**src/rtl/first_substring_match_finder_unit_defines.svh**
```systemverilog
`ifndef FIRST_SUBSTRING_MATCH_FINDER_UNIT_DEFINES_SVH
`define FIRST_SUBSTRING_MATCH_FINDER_UNIT_DEFINES_SVH

// same-cycle implication, sampled on clk, off while arst_n is low
`define FSMF_ASSERT_NOW(label, ante, cons) \
	label: assert property (@(posedge clk) disable iff (!arst_n) (ante) |-> (cons)) \
		else $error("fsmf check failed");

// next-cycle implication, sampled on clk, off while arst_n is low
`define FSMF_ASSERT_NEXT(label, ante, cons) \
	label: assert property (@(posedge clk) disable iff (!arst_n) (ante) |=> (cons)) \
		else $error("fsmf check failed");

`endif

```
**src/rtl/fsmf_pkg.sv**
```systemverilog
package fsmf_pkg;

	localparam int POS_W  = 31;
	localparam int PLEN_W = 7;
	localparam int BYTE_W = 8;

	localparam logic [1:0] MODE_BEGIN   = 2'd0;
	localparam logic [1:0] MODE_PATTERN = 2'd1;
	localparam logic [1:0] MODE_TEXT    = 2'd2;

	typedef struct packed {
		logic             found;
		logic [POS_W-1:0] position;
	} fsmf_result_t;

	typedef struct packed {
		logic pat_shift;
		logic txt_shift;
	} fsmf_cell_ctl_t;

endpackage

```
**src/rtl/fsmf_if.sv**
```systemverilog
interface fsmf_item_if import fsmf_pkg::*; ();
	logic              valid;
	logic              ready;
	logic [1:0]        mode;
	logic [BYTE_W-1:0] data_byte;
	logic [PLEN_W-1:0] pattern_length;
	logic [POS_W-1:0]  text_length;

	modport source(output valid, mode, data_byte, pattern_length, text_length, input ready);
	modport sink(input valid, mode, data_byte, pattern_length, text_length, output ready);
endinterface

interface fsmf_result_if import fsmf_pkg::*; ();
	logic             valid;
	logic             ready;
	logic             found;
	logic [POS_W-1:0] position;

	modport source(output valid, found, position, input ready);
	modport sink(input valid, found, position, output ready);
endinterface

```
**src/rtl/fsmf_cell.sv**
```systemverilog
module fsmf_cell import fsmf_pkg::*; (
	input  logic              clk,
	input  fsmf_cell_ctl_t    ctl,
	input  logic              used,
	input  logic [BYTE_W-1:0] pat_in,
	input  logic [BYTE_W-1:0] txt_in,
	output logic [BYTE_W-1:0] pat_out,
	output logic [BYTE_W-1:0] txt_out,
	output logic              hit
);

	logic [BYTE_W-1:0] pat_q;
	logic [BYTE_W-1:0] txt_q;

	always_ff @(posedge clk) begin
		if (ctl.pat_shift) begin
			pat_q <= pat_in;
		end
		if (ctl.txt_shift) begin
			txt_q <= txt_in;
		end
	end

	// compare against the byte this cell will hold after the shift
	assign hit     = !used || (pat_q == txt_in);
	assign pat_out = pat_q;
	assign txt_out = txt_q;

endmodule

```
**src/rtl/fsmf_out_buf.sv**
```systemverilog
module fsmf_out_buf import fsmf_pkg::*; (
	input  logic           clk,
	input  logic           arst_n,
	input  logic           push,
	input  fsmf_result_t   push_data,
	output logic           full,
	fsmf_result_if.source  result
);

	logic         out_v_q;
	logic         skid_v_q;
	fsmf_result_t out_d_q;
	fsmf_result_t skid_d_q;
	logic         pop;

	assign pop = out_v_q && result.ready;

	always_ff @(posedge clk or negedge arst_n) begin
		if (!arst_n) begin
			out_v_q  <= 1'b0;
			skid_v_q <= 1'b0;
		end else if (pop || !out_v_q) begin
			if (skid_v_q) begin
				out_v_q  <= 1'b1;
				skid_v_q <= push;
			end else begin
				out_v_q  <= push;
			end
		end else if (push) begin
			skid_v_q <= 1'b1;
		end
	end

	always_ff @(posedge clk) begin
		if (pop || !out_v_q) begin
			if (skid_v_q) begin
				out_d_q <= skid_d_q;
				if (push) begin
					skid_d_q <= push_data;
				end
			end else if (push) begin
				out_d_q <= push_data;
			end
		end else if (push) begin
			skid_d_q <= push_data;
		end
	end

	assign full            = skid_v_q;
	assign result.valid    = out_v_q;
	assign result.found    = out_d_q.found;
	assign result.position = out_d_q.position;

endmodule

```
**src/rtl/first_substring_match_finder_unit.sv**
```systemverilog
// first substring match finder
// item channel (sink): mode selects begin, pattern byte or text byte; a begin
// transfer carries pattern_length and text_length, the others carry data_byte.
// result channel (source): found and position, at most one transfer per search.
// pattern bytes and text bytes both run through a row of MAX_PATTERN cells;
// each cell compares its pattern byte with the incoming window byte, so every
// text byte is settled in the cycle it is taken.
// throughput: one item per cycle while item ready is high, any mix of modes.
// result: the result is registered into the output buffer by the transfer
// that settles it (the begin for an empty or too long pattern, else the text
// byte that completes the first match or the last text byte).
// stall: results wait in a two-entry output buffer; item ready drops only while
// both entries are held, and returns as soon as the receiver takes one.
// reset: arst_n clears the search state; no search is open and text or
// pattern bytes are dropped until a begin arrives. no clearing pass is needed.
`include "first_substring_match_finder_unit_defines.svh"

module first_substring_match_finder_unit import fsmf_pkg::*; #(
	parameter int MAX_PATTERN = 64
) (
	input  logic          clk,
	input  logic          arst_n,
	fsmf_item_if.sink     item,
	fsmf_result_if.source result
);

	localparam int PW = $clog2(MAX_PATTERN + 1);
	localparam int CW = (PW > PLEN_W) ? PW : PLEN_W;

	logic [PW-1:0]    pcount_q;
	logic [PW-1:0]    psize_q;
	logic [POS_W-1:0] tsize_q;
	logic [POS_W-1:0] tcount_q;
	logic             decided_q;

	logic             acc;
	logic             full;
	logic [CW-1:0]    plen_ext;
	logic [PW-1:0]    psize_new;
	logic [POS_W-1:0] tcount_inc;
	logic [POS_W-1:0] psize_ext;
	logic             all_hit;
	logic             pat_take;
	logic             txt_take;
	logic             push;
	fsmf_result_t     push_data;
	fsmf_cell_ctl_t   ctl;

	logic [BYTE_W-1:0]      pat_chain [MAX_PATTERN+1];
	logic [BYTE_W-1:0]      txt_chain [MAX_PATTERN+1];
	logic [MAX_PATTERN-1:0] hits;

	assign item.ready = !full;
	assign acc        = item.valid && item.ready;

	assign plen_ext   = CW'(item.pattern_length);
	assign psize_new  = (plen_ext > CW'(MAX_PATTERN)) ? PW'(MAX_PATTERN) : PW'(plen_ext);
	assign tcount_inc = tcount_q + POS_W'(1);
	assign psize_ext  = POS_W'(psize_q);

	assign pat_take = acc && item.mode == MODE_PATTERN && !decided_q && pcount_q < psize_q;
	assign txt_take = acc && item.mode == MODE_TEXT && !decided_q && pcount_q >= psize_q;

	assign ctl.pat_shift = pat_take;
	assign ctl.txt_shift = txt_take;

	assign pat_chain[0] = item.data_byte;
	assign txt_chain[0] = item.data_byte;

	for (genvar i = 0; i < MAX_PATTERN; i++) begin : g_cell
		fsmf_cell u_cell (
			.clk    (clk),
			.ctl    (ctl),
			.used   (PW'(i) < psize_q),
			.pat_in (pat_chain[i]),
			.txt_in (txt_chain[i]),
			.pat_out(pat_chain[i+1]),
			.txt_out(txt_chain[i+1]),
			.hit    (hits[i])
		);
	end

	assign all_hit = &hits;

	always_comb begin
		push      = 1'b0;
		push_data = '0;
		if (acc) begin
			unique case (item.mode)
				MODE_BEGIN: begin
					if (psize_new == '0) begin
						push            = 1'b1;
						push_data.found = 1'b1;
					end else if (POS_W'(psize_new) > item.text_length) begin
						push = 1'b1;
					end
				end
				MODE_TEXT: begin
					if (txt_take) begin
						if (tcount_inc >= psize_ext && all_hit) begin
							push               = 1'b1;
							push_data.found    = 1'b1;
							push_data.position = tcount_inc - psize_ext;
						end else if (tcount_inc >= tsize_q) begin
							push = 1'b1;
						end
					end
				end
				default: begin
					push = 1'b0;
				end
			endcase
		end
	end

	always_ff @(posedge clk or negedge arst_n) begin
		if (!arst_n) begin
			pcount_q  <= '0;
			psize_q   <= '0;
			tsize_q   <= '0;
			tcount_q  <= '0;
			decided_q <= 1'b1;
		end else if (acc && item.mode == MODE_BEGIN) begin
			psize_q   <= psize_new;
			tsize_q   <= item.text_length;
			pcount_q  <= '0;
			tcount_q  <= '0;
			decided_q <= push;
		end else begin
			if (pat_take) begin
				pcount_q <= pcount_q + PW'(1);
			end
			if (txt_take) begin
				tcount_q <= tcount_inc;
				if (push) begin
					decided_q <= 1'b1;
				end
			end
		end
	end

	fsmf_out_buf u_out_buf (
		.clk      (clk),
		.arst_n   (arst_n),
		.push     (push),
		.push_data(push_data),
		.full     (full),
		.result   (result)
	);

	`FSMF_ASSERT_NOW(a_pcount_bound, 1'b1, pcount_q <= psize_q)
	`FSMF_ASSERT_NOW(a_psize_bound, 1'b1, psize_q <= PW'(MAX_PATTERN))
	`FSMF_ASSERT_NOW(a_miss_pos_zero, result.valid && !result.found, result.position == '0)
	`FSMF_ASSERT_NEXT(a_settle_closes, txt_take && push, decided_q)

endmodule
```
**src/flat_wrapper.sv**
```systemverilog
// flat-port wrapper written by rule: the top's interface ports become plain ports
module first_substring_match_finder_unit_flat import fsmf_pkg::*;
#(
	parameter int MAX_PATTERN = 64
)
  (clk, arst_n, item_valid, item_mode, item_data_byte, item_pattern_length, item_text_length, item_ready, result_valid, result_found, result_position, result_ready);
  fsmf_item_if item_i ();
  fsmf_result_if result_i ();
  input  logic clk;
  input  logic arst_n;
  input wire logic [$bits(item_i.valid)-1:0] item_valid;
  input wire logic [$bits(item_i.mode)-1:0] item_mode;
  input wire logic [$bits(item_i.data_byte)-1:0] item_data_byte;
  input wire logic [$bits(item_i.pattern_length)-1:0] item_pattern_length;
  input wire logic [$bits(item_i.text_length)-1:0] item_text_length;
  output wire logic [$bits(item_i.ready)-1:0] item_ready;
  output wire logic [$bits(result_i.valid)-1:0] result_valid;
  output wire logic [$bits(result_i.found)-1:0] result_found;
  output wire logic [$bits(result_i.position)-1:0] result_position;
  input wire logic [$bits(result_i.ready)-1:0] result_ready;
  assign item_i.valid = item_valid;
  assign item_i.mode = item_mode;
  assign item_i.data_byte = item_data_byte;
  assign item_i.pattern_length = item_pattern_length;
  assign item_i.text_length = item_text_length;
  assign item_ready = item_i.ready;
  assign result_valid = result_i.valid;
  assign result_found = result_i.found;
  assign result_position = result_i.position;
  assign result_i.ready = result_ready;
  first_substring_match_finder_unit #(.MAX_PATTERN(MAX_PATTERN)) u_core (.clk(clk), .arst_n(arst_n), .item(item_i), .result(result_i));
endmodule
```
**config.mk**
```make
export PLATFORM = sky130hd
export DESIGN_NAME = first_substring_match_finder_unit_flat
export DESIGN_NICKNAME = d
export VERILOG_FILES = /design/src/rtl/fsmf_pkg.sv /design/src/rtl/fsmf_if.sv /design/src/rtl/fsmf_cell.sv /design/src/rtl/fsmf_out_buf.sv /design/src/rtl/first_substring_match_finder_unit.sv /design/src/flat_wrapper.sv
export VERILOG_INCLUDE_DIRS = /design/src /design/src/rtl
export SDC_FILE = /design/constraint.sdc
export NUM_CORES = 1
export LEC_CHECK = 0
export BUFFER_PORTS_ARGS = -buffer_cell sky130_fd_sc_hd__buf_2
export CORE_AREA = 2 2 362 364
export CTS_CLUSTER_DIAMETER = 50
export DETAILED_ROUTE_END_ITERATION = 8
export DIE_AREA = 0 0 364 366
export MAX_ROUTING_LAYER = met4
export PLACE_DENSITY = 0.55
export SLEW_MARGIN = 10
export SYNTH_ARGS = -nofsm -noshare
export SYNTH_HDL_FRONTEND = slang
export SYNTH_SLANG_ARGS = --single-unit
export TNS_END_PERCENT = 5
```
**constraint.sdc**
```tcl
create_clock -name clk -period 129.2 [get_ports clk]
set_input_delay 25.84 -clock clk [delete_from_list [all_inputs] [get_ports clk]]
set_output_delay 25.84 -clock clk [all_outputs]
set_load 0.005 [all_outputs]
```
# After elaboration in Yosys (flattened, before gate mapping)
# Index checks and enable logic that the tools add are counted.
# Widths: inputs -> output; s select.
[totals]
register_bits = 1159
inputBits = 52
wordCells = 459
[op_classes]
n_addsub = 3
magnitude_cmp = 70
eq_ne = 67
muxes = 29
n_reduce_logical = 152
[op_table]
columns = ["cell", "count"]
rows = [
  ["$eq 8x8->1", 64],
  ["$mux 32", 8],
  ["$lt 6x7->1 const A", 32],
  ["$lt 5x7->1 const A", 16],
  ["$mux 31", 3],
  ["$logic_not 1->1", 67],
  ["$logic_or 1x1->1", 65],
  ["$reduce_and 64->1", 1],
  ["$lt 4x7->1 const A", 8],
  ["$add 31x1->31 const B", 1],
  ["$ge 31x31->1", 1],
  ["$ge 31x7->1", 1],
  ["$gt 7x31->1", 1],
  ["$sub 31x7->31", 1],
  ["$lt 3x7->1 const A", 4],
  ["$mux 7", 3],
  ["$lt 1x7->1 const A", 2],
  ["$lt 2x7->1 const A", 2],
  ["$mux 1", 13],
  ["$logic_and 1x1->1", 10],
  ["$reduce_bool 2->1", 5],
  ["$add 7x1->7 const B", 1],
  ["$ge 7x7->1", 1],
  ["$gt 7x7->1 const B", 1],
  ["8 further kinds", 10],
]

# Longest topological paths before layout
# Gate-level depths: netlist of run 1.
[depth]
word_depth = 12
mapped_depth = 17
mapped_depth_nobuf = 15

# Cells and area by module
# From an unflattened synthesis of run 1, not the netlist that was laid out.
[hier_totals]
hier_cells = 2753
area_unflattened_um2 = 45776.4
[by_module_without_submodules]
columns = ["module", "instances", "cells_each", "area_per_inst_um2", "seq_area_each_um2"]
rows = [
  ["fsmf_cell", 64, 27, 568.0, 480.5],
  ["first_substring_match_finder_unit", 1, 917, 6900.4, 1928.1],
  ["fsmf_out_buf", 1, 108, 2521.2, 1971.9],
]

# Worst setup path before layout of run 1
# Ideal clock, no wire load.
[synth_timing]
path_kind = "input port to flip-flop"
startpoint = "input port item_valid"
endpoint = "register u_core.pcount_q[6]"
setup_time_ps = 132
arrival_time_ps = 80099
required_ps = 129068
slack_ps = 48969
stages = 8
n_path_buf = 0
cell_sequence = "nand2_1 -> nor2_1 -> nand3b_1 -> nor4_1 -> nand4_1 -> or2_2 -> xor2_1 -> nor2_1"
[synth_between]
elab_chain_len = 5
word_cells_on_any_way = 7
cone_classes = "1 x mux; 6 x reduce/logical"
[synth_lines]
columns = ["element", "line_no", "text"]
rows = [
  ["from (decl)", "flat_wrapper.sv:11", "input wire logic [$bits(item_i.valid)-1:0] item_valid;"],
  ["$logic_and 1x1->1", "first_substring_match_finder_unit.sv:54", "assign acc = item.valid && item.ready;"],
  ["$logic_and 1x1->1 (3 in a row)", "first_substring_match_finder_unit.sv:61", "assign pat_take = acc && item.mode == MODE_PATTERN && !decided_q && pcount_q < psize_q;"],
  ["via u_core.pat_take", "first_substring_match_finder_unit.sv:43", "logic pat_take;"],
  ["$reduce_bool 2->1 (no line)", "--", ""],
  ["to (signal assigned)", "first_substring_match_finder_unit.sv:131", "pcount_q <= pcount_q + PW'(1);"],
  ["to (decl)", "first_substring_match_finder_unit.sv:30", "logic [PW-1:0] pcount_q;"],
]
# The timed path passes the listed nets, and every way through them passes these cells.
# A chain may end at the register's enable or synchronous reset.

# Final worst setup path of run 1
[layout_timing]
startpoint = "input port item_valid"
endpoint = "register u_core.g_cell[10].u_cell.txt_q[1] (enable)"
[layout_between]
elab_chain_len = 4
[layout_lines]
columns = ["element", "line_no", "text"]
rows = [
  ["$logic_and 1x1->1", "first_substring_match_finder_unit.sv:54", ""],
  ["$logic_and 1x1->1 (3 in a row)", "first_substring_match_finder_unit.sv:62", "assign txt_take = acc && item.mode == MODE_TEXT && !decided_q && pcount_q >= psize_q;"],
  ["to (signal assigned)", "fsmf_cell.sv:20", "txt_q <= txt_in;"],
  ["to (decl)", "fsmf_cell.sv:13", "logic [BYTE_W-1:0] txt_q;"],
]
# No other way between the ends.

==> results.md, run 1 <==
- The maximum fanout encountered on the critical timing path is around 160.
- For this block, the routed nets add up to between 90 and 100 mm of wire.
- After synthesis, the share of flip-flops with an asynchronous set or reset is 0.0682.
- Prior to clock tree synthesis, the placed netlist has a worst setup slack of approximately 97 ns.
- Clock-pin slew was measured on the worst setup and hold paths at about 0.060 ns.
- The endpoint class of the critical path is a register.
- The completed layout was analyzed and its total power is approximately 840 uW.
- The leakage power figure is about 16 nW.
- The root cell of the clock tree is sky130_fd_sc_hd__clkbuf_16.
- The post-cts repair resize count is 0.
- The die span in x is ~360 um.
- The global placement routability congestion is roughly 0.83.
- The worst pin sits at a relative slew slack of 0.234.
- Setup repair after global routing left no endpoint under its margin.
- The number of global-route vias before repair is about 23k.
- Compared with the post-synthesis result, the final layout area differs by 14.9%.
- The register cell area after layout is between 30000 and 40000 um2.
- Counting every net in the synthesized netlist gives around 2.8k.
- Summing all multi-input logic gate instances after layout gives between 10000 and 15000 um2.
- After detailed routing, the number of remaining DRC violations is 0.
- The number of enable flip-flop cells after synthesis is approximately 1.1k.
- The final count of pins violating max slew is 0.
- Setup violations remaining at the end of the flow were counted as 0.
- For the final database, setup skew stands at ~0.032 ns.
- After the first detailed-routing iteration, the DRC count stood at 1660.
- The worst setup path is of the in -> reg kind.
- The total area inside the core boundary comes to approximately 130000 um2.
- For this run, the total global-route usage over all layers was measured as 0.139.
- The sort of element at the start of the critical path is a primary input.
- The total number of vias is 22.3k.
- The detail-routed net length per standard cell is roughly 19 um.
- The clock net in this run drives a total of 1159 sinks.
- After synthesis, the cell types taking the most area are sky130_fd_sc_hd__edfxtp_1, sky130_fd_sc_hd__xnor2_1, sky130_fd_sc_hd__dfrtp_1.
- Setup slack closes at between 90 and 100 ns.
- The floorplan step set the die height to 366 um.
- The fraction of final layout cells with drive strength greater than 1 is 0.106.
- Before antenna repair, the detailed router went through 7 iterations.
- The synthesis warning total is 0.
- The H-tree generated during clock tree synthesis spans 3 levels.
- The path class of the tightest hold or removal check is reg -> reg.
- The number of setup buffers added after CTS is 0.
- The net count reported at finish is 2980.
- The critical path required time is around 130 ns.
- The achievable clock frequency is approximately 32 MHz.
- between 80 and 90 I/O pins were placed.
- The ratio of routed vias to standard cells is approximately 4.7.
- The initial utilization of the core area, before any placement, comes to 0.349.
- The number of inserted diodes is 0.
- The maximum number of pins on one net before global-route repair is ~160.
- For this run, the leading register cell type out of synthesis is sky130_fd_sc_hd__edfxtp_1.
- The filler cells instantiated in the layout total about 12k.
- Across the run, the number of max-cap violations was 0.
- The clock tree from TritonCTS is built.
- The utilization after layout is 0.401.
- After legalization and detailed placement, the total HPWL measured 59.3 mm.
- The shortest clock period the worst path allows after layout is 30.98 ns.
- The clock network latency to the later pin of the worst-skew pair is about 0.7 ns.
- In this run the cell area of the synthesized design comes to approximately 45000 um2.
- The first-pass GRT wire length is around 140 mm.
- The initial antenna violation count is 1.
- At the pin with the least slew margin, the transition time is 1.15 ns.
- In this run the remaining antenna-violating nets after routing total 0.
- The largest area contributor in the synthesized netlist is sky130_fd_sc_hd__edfxtp_1.
- The run finished with clean final reports.
- The share of synthesized area in the top cell type comes to 0.720.
- The deepest clock path buffer count is 3.
- In the finished design, the share of the clock period the worst path needs comes to 0.240.
- Power spread over the standard cell area amounts to around 16 nW/um2.
- The count of hold buffers inserted by post-cts repair is 0.
- The register area share after synthesis is 0.764.
- The synthesized instance count is between 2k and 3k.
- The total CTS buffers is 121.
- The die covers 133000 um2.
- The sum of negative setup slack is 0 ns.
- The distinct cell type count after synthesis is 66.
- The arrival time reported for the critical path endpoint is ~31 ns.
- The tightest hold path in the finished design has a slack of between 0.4 and 0.5 ns.
- The synthesized area per cell is 16.8 um2.
- The final global-route overflow total is 0.
- The number of I/O port buffers is 85.
- After floorplanning, the core was divided into 132 placement rows.
- The number of failing hold endpoints at the final stage was 0.
- The worst-case IR drop observed on VDD is approximately 0.012 mV.
- The count of state elements after synthesis is about 1.2k.
[path summary, 6_finish.rpt]
check                                                              startpoint                                       endpoint  slack (ns)  cells past startpoint
worst max-delay path                                               item_valid  u_core.g_cell[10].u_cell.txt_out[1]$_DFFE_PP_       98.22                     11
worst min-delay path            u_core.g_cell[60].u_cell.txt_out[4]$_DFFE_PP_  u_core.g_cell[61].u_cell.txt_out[4]$_DFFE_PP_        0.46                      0
worst max register to register                  u_core.psize_q[6]$_DFFE_PN0P_  u_core.g_cell[10].u_cell.txt_out[1]$_DFFE_PP_      121.50                     13
worst min register to register  u_core.g_cell[60].u_cell.txt_out[4]$_DFFE_PP_  u_core.g_cell[61].u_cell.txt_out[4]$_DFFE_PP_        0.46                      0
max in group asynchronous                                              arst_n                u_core.tcount_q[10]$_DFFE_PN0P_      103.17                      1
min in group asynchronous                                              arst_n      u_core.u_out_buf.result.valid$_DFFE_PN0N_       25.33                      1
[power by group]
part	switching (mW)	total [mW]	internal, mW
clock network	0.145	0.348	0.202
logic	0.0343	0.0523	0.0180
registers	0.0106	0.439	0.428
[registers in the layout, summed over array words and instances, names as in the netlist, 7 cells and up]
name and count:
u_core.g_cell.u_cell.pat_out 512, u_core.pcount_q 7, u_core.tcount_q 31, u_core.u_out_buf.skid_d_q 32
u_core.psize_q 7, u_core.g_cell.u_cell.txt_out 504, u_core.tsize_q 31, u_core.u_out_buf.result.position 31
[placed cells by master (no fill, tap or decap), types with 78 or more instances in the layout]
| cell type | n |
|---|---|
| sky130_fd_sc_hd__nand4_1 | 132 |
| sky130_fd_sc_hd__edfxtp_1 | 1080 |
| sky130_fd_sc_hd__xor2_1 | 117 |
| sky130_fd_sc_hd__xnor2_1 | 456 |
| sky130_fd_sc_hd__buf_2 | 84 |
| sky130_fd_sc_hd__nand2_1 | 95 |
| sky130_fd_sc_hd__o21ai_0 | 89 |
| sky130_fd_sc_hd__clkbuf_16 | 122 |
| sky130_fd_sc_hd__dfrtp_1 | 78 |
| sky130_fd_sc_hd__nor2_1 | 108 |
[layout make-up]
| class | count | area share |
|---|---|---|
| Sequential cell | 1159 | 0.665 |
| Inverter | 68 | 0.00508 |
| Clock inverter | 80 | 0.0171 |
| Multi-Input combinational cell | 1411 | 0.197 |
| Timing Repair Buffer | 117 | 0.0132 |
| Tap cell | 1742 | 0.0421 |
| Clock buffer | 145 | 0.0607 |
[cell families (layout without fill, tap and decap cells)]
logic type,after synthesis,after routing,synth area share
AOI/OAI and AO/OA,249,249,0.0353
xor gates and xnor gates,573,573,0.111
adders and majority gates,52,52,0.0145
buffers and inverters,116,410,0.00989
DFF,1159,1159,0.764
muxes,8,8,0.00194
and+or+nand+nor,529,529,0.0629
[synthesized netlist by cell type, drive strengths merged (29+ instances only)]
cell type and n:
edfxtp 1080, xnor2 456, nand4 135, xor2 117, nor2 108, nand2 95
o21ai 91, dfrtp 78, inv 68, nor4 54, ha 49, nand3 49
a21o 40, clkbuf 39, a21oi 29
[metal layers]
layer	GRT usage	share of wire
met3	0.0243	0.042
met5	-	0
met1	0.187	0.46
met2	0.218	0.48
met4	0.0367	0.021
[stage by stage]
stage,instances,instance area (um2)
2_1_floorplan,2686,45000
3_3_place_gp,4497,47700
3_5_place_dp,4497,47700
4_1_cts,4722,51800
5_1_grt,4722,51800
6_report,4722,51800
[worst max-delay path, stage by stage]
cell	delay, ns
sky130_fd_sc_hd__buf_2	0.09
sky130_fd_sc_hd__nand2_1	0.09
sky130_fd_sc_hd__nor2_1	0.14
sky130_fd_sc_hd__nand4b_1	0.11
sky130_fd_sc_hd__buf_4	0.31
sky130_fd_sc_hd__inv_8	0.28
sky130_fd_sc_hd__buf_12	0.66
sky130_fd_sc_hd__buf_4	0.79
sky130_fd_sc_hd__buf_4	0.78
sky130_fd_sc_hd__buf_4	0.91
sky130_fd_sc_hd__buf_4	0.90
No activity file was read; power rests on OpenSTA's default activity.
==> inputs of run 2 (changes only) <==
Settings changed: PLACE_DENSITY 0.55 to 0.57.
Clock period 129.2 ns to 27.1 ns, I/O delays scaled along.
==> run 2 against run 1 <==
Net effect:
- clock power grew to 4.9 times the previous value
- register-to-register slack worse by 100 ns
- sequential share of layout area is 0.26 points lower
- clock skew barely moved
- via count up 0.49%
- final cell count rose by 0.19%
- worst hold slack got worse by 0.0038 ns
- combinational power grew to 4.8 times the previous value
- utilization is 0.16 points higher
- critical endpoint is now u_core.u_out_buf.result.position[4]$_DFFE_PP_
- highest routed layer unchanged
==> results.md, run 2 (synthesis gave the netlist of run 1 again) <==
- The initial antenna violation count is 2 (+1).
- The post-cts repair resize count is 0 (unchanged).
- The detail-routed net length per standard cell is 18.8 um (-1.6%).
- The number of DRC markers after the initial detailed-route iteration is 1916 (+15%).
- The total CTS buffers came to 130 (+7.4%).
- The family with the most delay on the worst path is compound AO/OA/AOI/OAI gates.
- The clock network latency to the later pin of the worst-skew pair is 0.72 ns (+0.02 ns).
- In this run the most critical hold path is launched from u_core.g_cell[25].u_cell.txt_out[6]$_DFFE_PP_.
- The peak per-stage delay on the critical path is 0.82 ns (-0.09 ns).
- The initial cell density of the core is 0.349 (unchanged).
- The number of sinks handled by clock tree synthesis was 1159 (unchanged).
- The total number of vias came to 22.5k (+0.49%).
- The area growth from synthesis to final layout is 15.4%.
- The startpoint identified for the worst register-to-register timing path is u_core.psize_q[3]$_DFFE_PN0P_.
- The power per cell area is 78.2 nW/um2 (+380%).
- Leaving out fill and tap cells, the most frequent cell in the layout is sky130_fd_sc_hd__edfxtp_1.
- The number of setup buffers added after CTS is 0 (unchanged).
- In the finished design, the share of the clock period the worst path needs comes to 0.344.
- The cell depth of the worst hold path is 0 (unchanged).
- The first-pass GRT wire length is 135 mm (-1.4%).
- The flow ran to the end, and the final reports show no timing, DRC or antenna violations.
- The number of flip-flops in the largest register is 512 (unchanged).
- The number of fillers in the final layout was 11.7k (-0.21%).
- The worst setup slack for register-to-register paths is 21.20 ns (-100.30 ns).
- The final hold slack is 0.457 ns (-0.00385 ns).
- The area of the die is 133000 um2 (unchanged).
- The root cell of the clock tree is sky130_fd_sc_hd__clkbuf_16.
- The maximum fanout encountered on the critical timing path is 34 (-78%).
- For the finished layout, the period the worst path requires is approximately 9.3 ns.
- The worst supply voltage drop on vdd was 0.0518 mV (+340%).
- The net count reported at finish is 2987 (+0.23%).
- The HPWL after detailed placement is 57.6 mm (-2.8%).
- The count of hold buffers inserted by post-cts repair is 0 (unchanged).
- The number of failing hold endpoints at the final stage was 0 (unchanged).
- The die span in x was 364 um (unchanged).
- The global router's overall resource usage came to 0.137 (-0.00206).
- The total setup violations reported at the end of the flow came to 0 (unchanged).
- Setup repair after global routing left no endpoint under its margin.
- The final count of pins violating max slew is 0 (unchanged).
- The number of cells on the worst reg-to-reg path is 14 (+1).
- The maximum level of the CTS H-tree is 4 (+1).
- The sum of negative setup slack is 0 ns (unchanged).
- The count of pins on the block boundary is 86 (unchanged).
- The path category of the worst min-delay check is reg -> reg.
- The multi-input gate area in the final layout came to 10200 um2 (about the same).
- The placed cell count is 4495 (-0.044%).
- The clock transition at the register clock pins on the worst setup and hold paths after CTS is 0.06 ns (about the same).
- The global placement routability congestion is 0.832 (+0.79%).
- The standard cell core area came to 129000 um2 (unchanged).
- The maximum number of pins on one net before global-route repair is 175 (+11%).
- The final routed wirelength across all metal layers came to 89.1 mm (-1.4%).
- The register cell area after layout is 34400 um2 (unchanged).
- The ratio of routed vias to standard cells is 4.75 (+0.30%).
- The number of buffer and inverter instances along the worst setup path is 2 (-6).
- The critical path required time is 27.43 ns (-102.10 ns).
- The utilization after layout was 0.403 (+0.00160).
- Traced cell by cell, the critical path runs through buf_2, xnor2_1, nand4_1, nor4_1, o221ai_1, nor3_1, o211ai_1, a2111oi_0, nand4_2, buf_4, a31oi_1, o21ba_2.
- The final global-route overflow total is 0 (unchanged).
- The number of non-filler instances in the completed layout came to 4731 (+0.19%).
- The deepest clock path buffer count came to 3 (unchanged).
- The number of global-route vias before repair is 22.7k (+0.36%).
- The number of iterations in the first detailed-routing pass was 5 (-2).
- The leakage power figure is 16.6 nW (+0.68%).
- The post-detailed-route DRC marker count is 0 (unchanged).
- The die boundary height is 366 um (unchanged).
- The antenna violation net count after detailed routing is 0 (unchanged).
- The setup path with the least slack is of type in -> reg.
- The destination of the worst register-to-register timing path is u_core.u_out_buf.result.position[4]$_DFFE_PP_.
- The row count came to 132 (unchanged).
- The worst setup path is captured at a register.
- The number of inserted diodes is 0 (unchanged).
- The number of violations of the max-capacitance limit came to 0 (unchanged).
- For hold timing, the worst endpoint is u_core.g_cell[26].u_cell.txt_out[6]$_DFFE_PP_.
- TritonCTS built the clock tree.
- In the layout the commonest cells are sky130_fd_sc_hd__edfxtp_1, sky130_fd_sc_hd__xnor2_1, sky130_fd_sc_hd__clkbuf_16, sky130_fd_sc_hd__nand4_1, sky130_fd_sc_hd__xor2_1.
- On the critical path, the stage with the largest delay is an instance of sky130_fd_sc_hd__a2111oi_0.
- The worst-margin pin slew came to 1.15 ns (+0.00680 ns).
- The arrival time reported for the critical path endpoint is 9.64 ns (-21.67 ns).
- The clock skew after layout was 0.0318 ns (+0.000161 ns).
- The number of I/O port buffers came to 85 (unchanged).
- The relative slew slack is 0.229 (-0.00455).
- The worst setup path is launched from a primary input.
- Timing would allow up to roughly 110 MHz.
- The fraction of final layout cells with drive strength greater than 1 is 0.109 (+0.00236).
==> run 2: worst max-delay path by stage <==
stage | from | to | slack (ns) | cells after the start
floorplan | item_valid | u_core.u_out_buf.skid_d_q[0]$_DFFE_PP_ | 3.21 | 8
global placement | item_data_byte[3] | u_core.u_out_buf.result.position[3]$_DFFE_PP_ | 17.05 | 12
detailed placement | item_data_byte[3] | u_core.u_out_buf.result.position[3]$_DFFE_PP_ | 16.94 | 12
CTS | item_data_byte[3] | u_core.u_out_buf.result.position[4]$_DFFE_PP_ | 17.71 | 12
global route | item_data_byte[3] | u_core.u_out_buf.result.position[4]$_DFFE_PP_ | 17.54 | 12
finish | item_data_byte[3] | u_core.u_out_buf.result.position[4]$_DFFE_PP_ | 17.79 | 12
==> run 2: metrics by stage <==
stage | total power [mW] | instance area, um2 | worst slack [ns]
3_5_place_dp | 2.38 | 47700 | 16.94
6_report | 4.07 | 52000 | 17.79
2_1_floorplan | 2.33 | 45000 | 3.21
3_3_place_gp | 2.38 | 47700 | 17.05
4_1_cts | 4.11 | 52000 | 17.71
5_1_grt | 4.22 | 52000 | 17.54
==> run 2: worst register-to-register path: cells and delay by family, from the launching register on <==
| family | cells | cell delay, ns |
|---|---|---|
| compound gates | 5 | 2.65 |
| fa+ha+maj | 1 | 0.32 |
| buf+inv | 4 | 1.22 |
| flops | 1 | 0.65 |
| simple gates | 4 | 0.64 |
==> run 2: layout make-up <==
class / count / share of cell area
clock buffer: 163 / 0.0670
clock inverter: 73 / 0.0141
inverter: 68 / 0.00506
multi-input combinational: 1411 / 0.196
sequential: 1159 / 0.662
tap: 1742 / 0.0419
timing repair buffer: 115 / 0.0133
==> run 2: routing by layer <==
metal	GRT usage	wire, um	share of wire
met1	0.182	40700	0.46
met5	-	0	0
met4	0.0398	1850	0.021
met2	0.212	42300	0.48
met3	0.0286	4190	0.047
==> run 2: power breakdown <==
part	switching [mW]	leakage [nW]	total, mW	internal (mW)
Sequential	0.0495	10.0	2.09	2.04
Clock	0.706	2.05	1.72	1.02
Combinational	0.166	4.50	0.251	0.0857
Total	0.921	16.6	4.07	3.14
==> inputs of run 3 (changes only) <==
Settings changed: ABC_AREA set to 1, CORE_AREA 2 2 362 364 to 2 2 372 374, DIE_AREA 0 0 364 366 to 0 0 374 376.
Clock period 27.1 ns to 8 ns, I/O delays scaled along.
==> run 3 against run 2 <==
Net effect:
- non-clock buffer count is 11 lower
- sequential share of layout area is 3.4 points lower
- flip-flop and latch count stayed put
- utilization is 0.21 points lower
- combinational power grew to 3.0 times the previous value
- synthesized area is 5.7% higher
- register-to-register slack worse by 18 ns
- count of clock-buffer cells in the layout is 2 lower
- via count is 19% higher
- clock skew is 0.016 ns higher
- largest cell class unchanged
- largest power group unchanged
- highest routed layer unchanged
==> results.md, run 3 <==
- The flow ran to the end, and the final reports show no timing, DRC or antenna violations.
- The post-detailed-route DRC marker count is 0 (unchanged).
- The synthesized instance count is 3694 (+38%).
- The switching part of the total was 0.228 (+0.00192).
- The arithmetic-cell share of the synthesized area counting full adders, half adders and majority gates is 0.0133 (-0.00121).
- The combinational share of power is 0.055 (-0.007).
- The final count of pins violating max slew was 0 (unchanged).
- The initial antenna violation count was 2 (unchanged).
- The ratio of final minimum period to clock period is 0.610.
- After synthesis, the most frequently instantiated cells are sky130_fd_sc_hd__edfxtp_1, sky130_fd_sc_hd__nand2_1, sky130_fd_sc_hd__xnor2_1.
- The post-cts repair resize count came to 0 (unchanged).
- Leaving out fill and tap cells, the most frequent cells in the layout are sky130_fd_sc_hd__edfxtp_1, sky130_fd_sc_hd__nand2_1, sky130_fd_sc_hd__xnor2_1, sky130_fd_sc_hd__inv_1, sky130_fd_sc_hd__nor2_1.
- The slowest stage of the critical path belongs to the cell sky130_fd_sc_hd__nand3_2.
- The count of state elements after synthesis came to 1159 (unchanged).
- The worst setup path is captured at a register.
- The maximum level of the CTS H-tree came to 4 (unchanged).
- The classification of the worst setup path is reg -> reg.
- The net count reported at finish came to 4009 (+34%).
- The maximum fanout encountered on the critical timing path is 38 (+12%).
- The total setup violations reported at the end of the flow is 0 (unchanged).
- The number of global-route vias before repair is 26.5k (+17%).
- The area of the mapped netlist is 47600 um2 (+5.7%).
- The number of sinks handled by clock tree synthesis is 1159 (unchanged).
- Setup repair after global routing left no endpoint under its margin.
- The share of synthesized registers carrying an async set or reset is 0.0682 (unchanged).
- The die boundary height is 376 um (+2.7%).
- The relative slew slack is 0.283 (+0.0536).
- The HPWL after detailed placement is 66.9 mm (+16%).
- The clock transition at the register clock pins on the worst setup and hold paths after CTS came to 0.05 ns (about the same).
- Derived from the worst setup path, the maximum achievable clock frequency is about 210 MHz.
- The sequential group share of total power came to 0.506 (-0.008).
- The worst-margin pin slew is 1.07 ns (-0.0787 ns).
- The first-pass GRT wire length is 152 mm (+12%).
- The final routed wirelength across all metal layers is 98.6 mm (+11%).
- Ranked by total cell area, the synthesized netlist is headed by sky130_fd_sc_hd__edfxtp_1, sky130_fd_sc_hd__xnor2_1, sky130_fd_sc_hd__nand2_1.
- The deepest clock path buffer count is 3 (unchanged).
- The dominant cell by count in the synthesized netlist is sky130_fd_sc_hd__edfxtp_1.
- The arrival time reported for the critical path endpoint was 5.26 ns (-4.38 ns).
- The power per cell area is 249 nW/um2 (+220%).
- The worst hold path belongs to the class reg -> reg.
- The synthesized area per cell is 12.9 um2 (-23%).
- The post-synthesis xor/xnor area fraction is 0.0846 (-0.0269).
- The synthesis warning total is 0 (unchanged).
- The largest area contributor in the synthesized netlist is sky130_fd_sc_hd__edfxtp_1.
- The number of DRC markers after the initial detailed-route iteration is 2385 (+24%).
- The clock network latency to the later pin of the worst-skew pair came to 0.76 ns (+0.04 ns).
- The register area share after synthesis is 0.723 (-0.0415).
- The total CTS buffers is 133 (+2.3%).
- CTS placed an instance of sky130_fd_sc_hd__clkbuf_16 at the clock tree root.
- The leakage power figure came to 20.0 nW (+21%).
- The number of flip-flops in the largest register is 512 (unchanged).
- The number of I/O port buffers is 85 (unchanged).
- The final standard cell area without fillers came to 54700 um2 (+5.4%).
- The library cell used most frequently in the layout, excluding fill and tap cells, is sky130_fd_sc_hd__edfxtp_1.
- The number of enable flip-flop cells after synthesis is 1080 (unchanged).
- The standard cell core area is 137000 um2 (+5.9%).
- The count of hold buffers inserted by post-cts repair was 0 (unchanged).
- The total number of vias is 26.6k (+19%).
- The cell repeated most along the worst path is sky130_fd_sc_hd__nand2_1.
- The power share of the clock group is 0.439 (+0.015).
- The area growth from synthesis to final layout is 15.0%.
- The antenna violation net count after detailed routing is 0 (unchanged).
- The combinational family with the most area after synthesis is simple AND/OR/NAND/NOR gates.
- The worst supply voltage drop on vdd is 0.213 mV (+310%).
- The fraction of final layout cells with drive strength greater than 1 is 0.0957 (-0.0130).
- The critical path required time came to 8.38 ns (-19.05 ns).
- The number of setup buffers added after CTS is 0 (unchanged).
- The area of the die is 141000 um2 (+5.6%).
- The synthesized netlist net count came to 3796 (+36%).
- The global placement routability congestion was 0.897 (+7.8%).
- The total internal power is 10.5 mW (+230%).
- The number of failing hold endpoints at the final stage is 0 (unchanged).
- Subtracting the final worst setup slack from the clock period gives approximately 4.9 ns.
- The distinct cell type count after synthesis is 52 (-21%).
- The utilization after layout came to 0.401 (-0.00214).
- The clock skew after layout was 0.0477 ns (+0.0159 ns).
- The clock tree from TritonCTS is built.
- The sort of element at the start of the critical path is a register.
- The net switching power came to 3.11 mW (+240%).
- The row count is 136 (+3.0%).
- The fraction of the mapped netlist area in simple logic gates is 0.122 (+0.0587).
- The complex-gate fraction of the synthesized area was 0.0262 (-0.00903).
- The peak per-stage delay on the critical path came to 0.63 ns (-0.19 ns).
- The global router's overall resource usage is 0.144 (+0.00765).
- The die span in x was 374 um (+2.7%).
- The top-area cell type share of the netlist area was 0.681 (-0.0391).
- The maximum number of pins on one net before global-route repair is 168 (-4.0%).
- The count of pins on the block boundary is 86 (unchanged).
- The area after detailed placement is 50400 um2 (+5.5%).
- The detail-routed net length per standard cell was 17.0 um (-9.9%).
- The number of iterations in the first detailed-routing pass is 6 (+1).
- The final global-route overflow total is 0 (unchanged).
- The initial cell density of the core was 0.348 (-0.000643).
- The multiplexer share of the synthesized area came to 0 (-0.00194).
- The ratio of routed vias to standard cells came to 4.58 (-3.5%).
- The number of violations of the max-capacitance limit is 0 (unchanged).
- For this run, the leading register cell type out of synthesis is sky130_fd_sc_hd__edfxtp_1.
- Walking the worst path, the cells encountered are clkinv_1, ha_1, nand2_1, o21ai_0, nand3_1, nand2_1, nor2_4, nand3_2, nor2_4, nand2_1, nor2_1, nand2_1, nand3_2, nand2_1, nor2_1, nand2_1, nand2_2, a21oi_2, buf_4.
run 3: final cells by class:
class,instances,area (um2)
Inverter,367,1390
Timing Repair Buffer,104,621
Multi-Input combinational cell,2142,11700
Antenna cell,3,7.51
Clock inverter,79,842
Clock buffer,161,3510
Fill cell,12626,81900
Sequential cell,1159,34400
Tap cell,1794,2240
run 3: worst max-delay path: cells and delay by family, from the launching register on:
family	cells	cell delay (ns)
and+or+nand+nor	14	1.99
AOI/OAI and AO/OA	2	0.47
adders and majority gates	1	0.55
buffers and inverters	2	0.88
DFF	1	0.59
run 3: path summary, 6_finish.rpt:
kind | startpoint | to | slack (ns) | depth (start not counted)
worst max-delay path | u_core.psize_q[2]$_DFFE_PN0P_ | u_core.u_out_buf.result.position[23]$_DFFE_PP_ | 3.12 | 19
worst min-delay path | u_core.g_cell[58].u_cell.pat_out[6]$_DFFE_PP_ | u_core.g_cell[59].u_cell.pat_out[6]$_DFFE_PP_ | 0.45 | 0
worst max register to register | u_core.psize_q[2]$_DFFE_PN0P_ | u_core.u_out_buf.result.position[23]$_DFFE_PP_ | 3.12 | 19
worst min register to register | u_core.g_cell[58].u_cell.pat_out[6]$_DFFE_PP_ | u_core.g_cell[59].u_cell.pat_out[6]$_DFFE_PP_ | 0.45 | 0
max in group asynchronous | arst_n | u_core.psize_q[2]$_DFFE_PN0P_ | 6.11 | 2
min in group asynchronous | arst_n | u_core.tsize_q[9]$_DFFE_PN0P_ | 0.67 | 1
run 3: per-layer routing:
| metal | track usage | share of wire |
|---|---|---|
| met1 | 0.194 | 0.46 |
| met2 | 0.221 | 0.46 |
| met3 | 0.0319 | 0.059 |
| met4 | 0.0400 | 0.019 |
| met5 | - | 0 |
run 3: through the flow:
step           hold WS [ns]  power, mW  setup slack (ns)  instances   TNS, ns
4_1_cts               0.449       13.8              3.15       5806         0
3_3_place_gp          0.432       7.77              2.84       5566         0
6_report              0.450       13.6              3.12       5809         0
5_1_grt               0.462       14.2              2.64       5807         0
2_1_floorplan         0.426       7.56             -3.03       3694  -2247.50
3_5_place_dp          0.436       7.78              2.87       5566         0
run 3: power groups by stage:
stage | Sequential, mW | Combinational (mW) | Clock, mW
final | 6.90 | 0.749 | 5.98
after detailed placement | 7.03 | 0.749 | 0
after global routing | 6.92 | 0.846 | 6.40
after floorplan | 7.04 | 0.517 | 0
after global placement | 7.02 | 0.744 | 0
after CTS | 6.90 | 0.754 | 6.16
run 3: logic make-up (layout without fill, tap and decap cells):
kind of cell               Yosys count  in the layout
buffers and inverters              393            711
DFF                               1159           1159
other                                0              3
xor gates and xnor gates           459            459
AOI/OAI and AO/OA                  225            225
adders and majority gates           50             50
and+or+nand+nor                   1408           1408
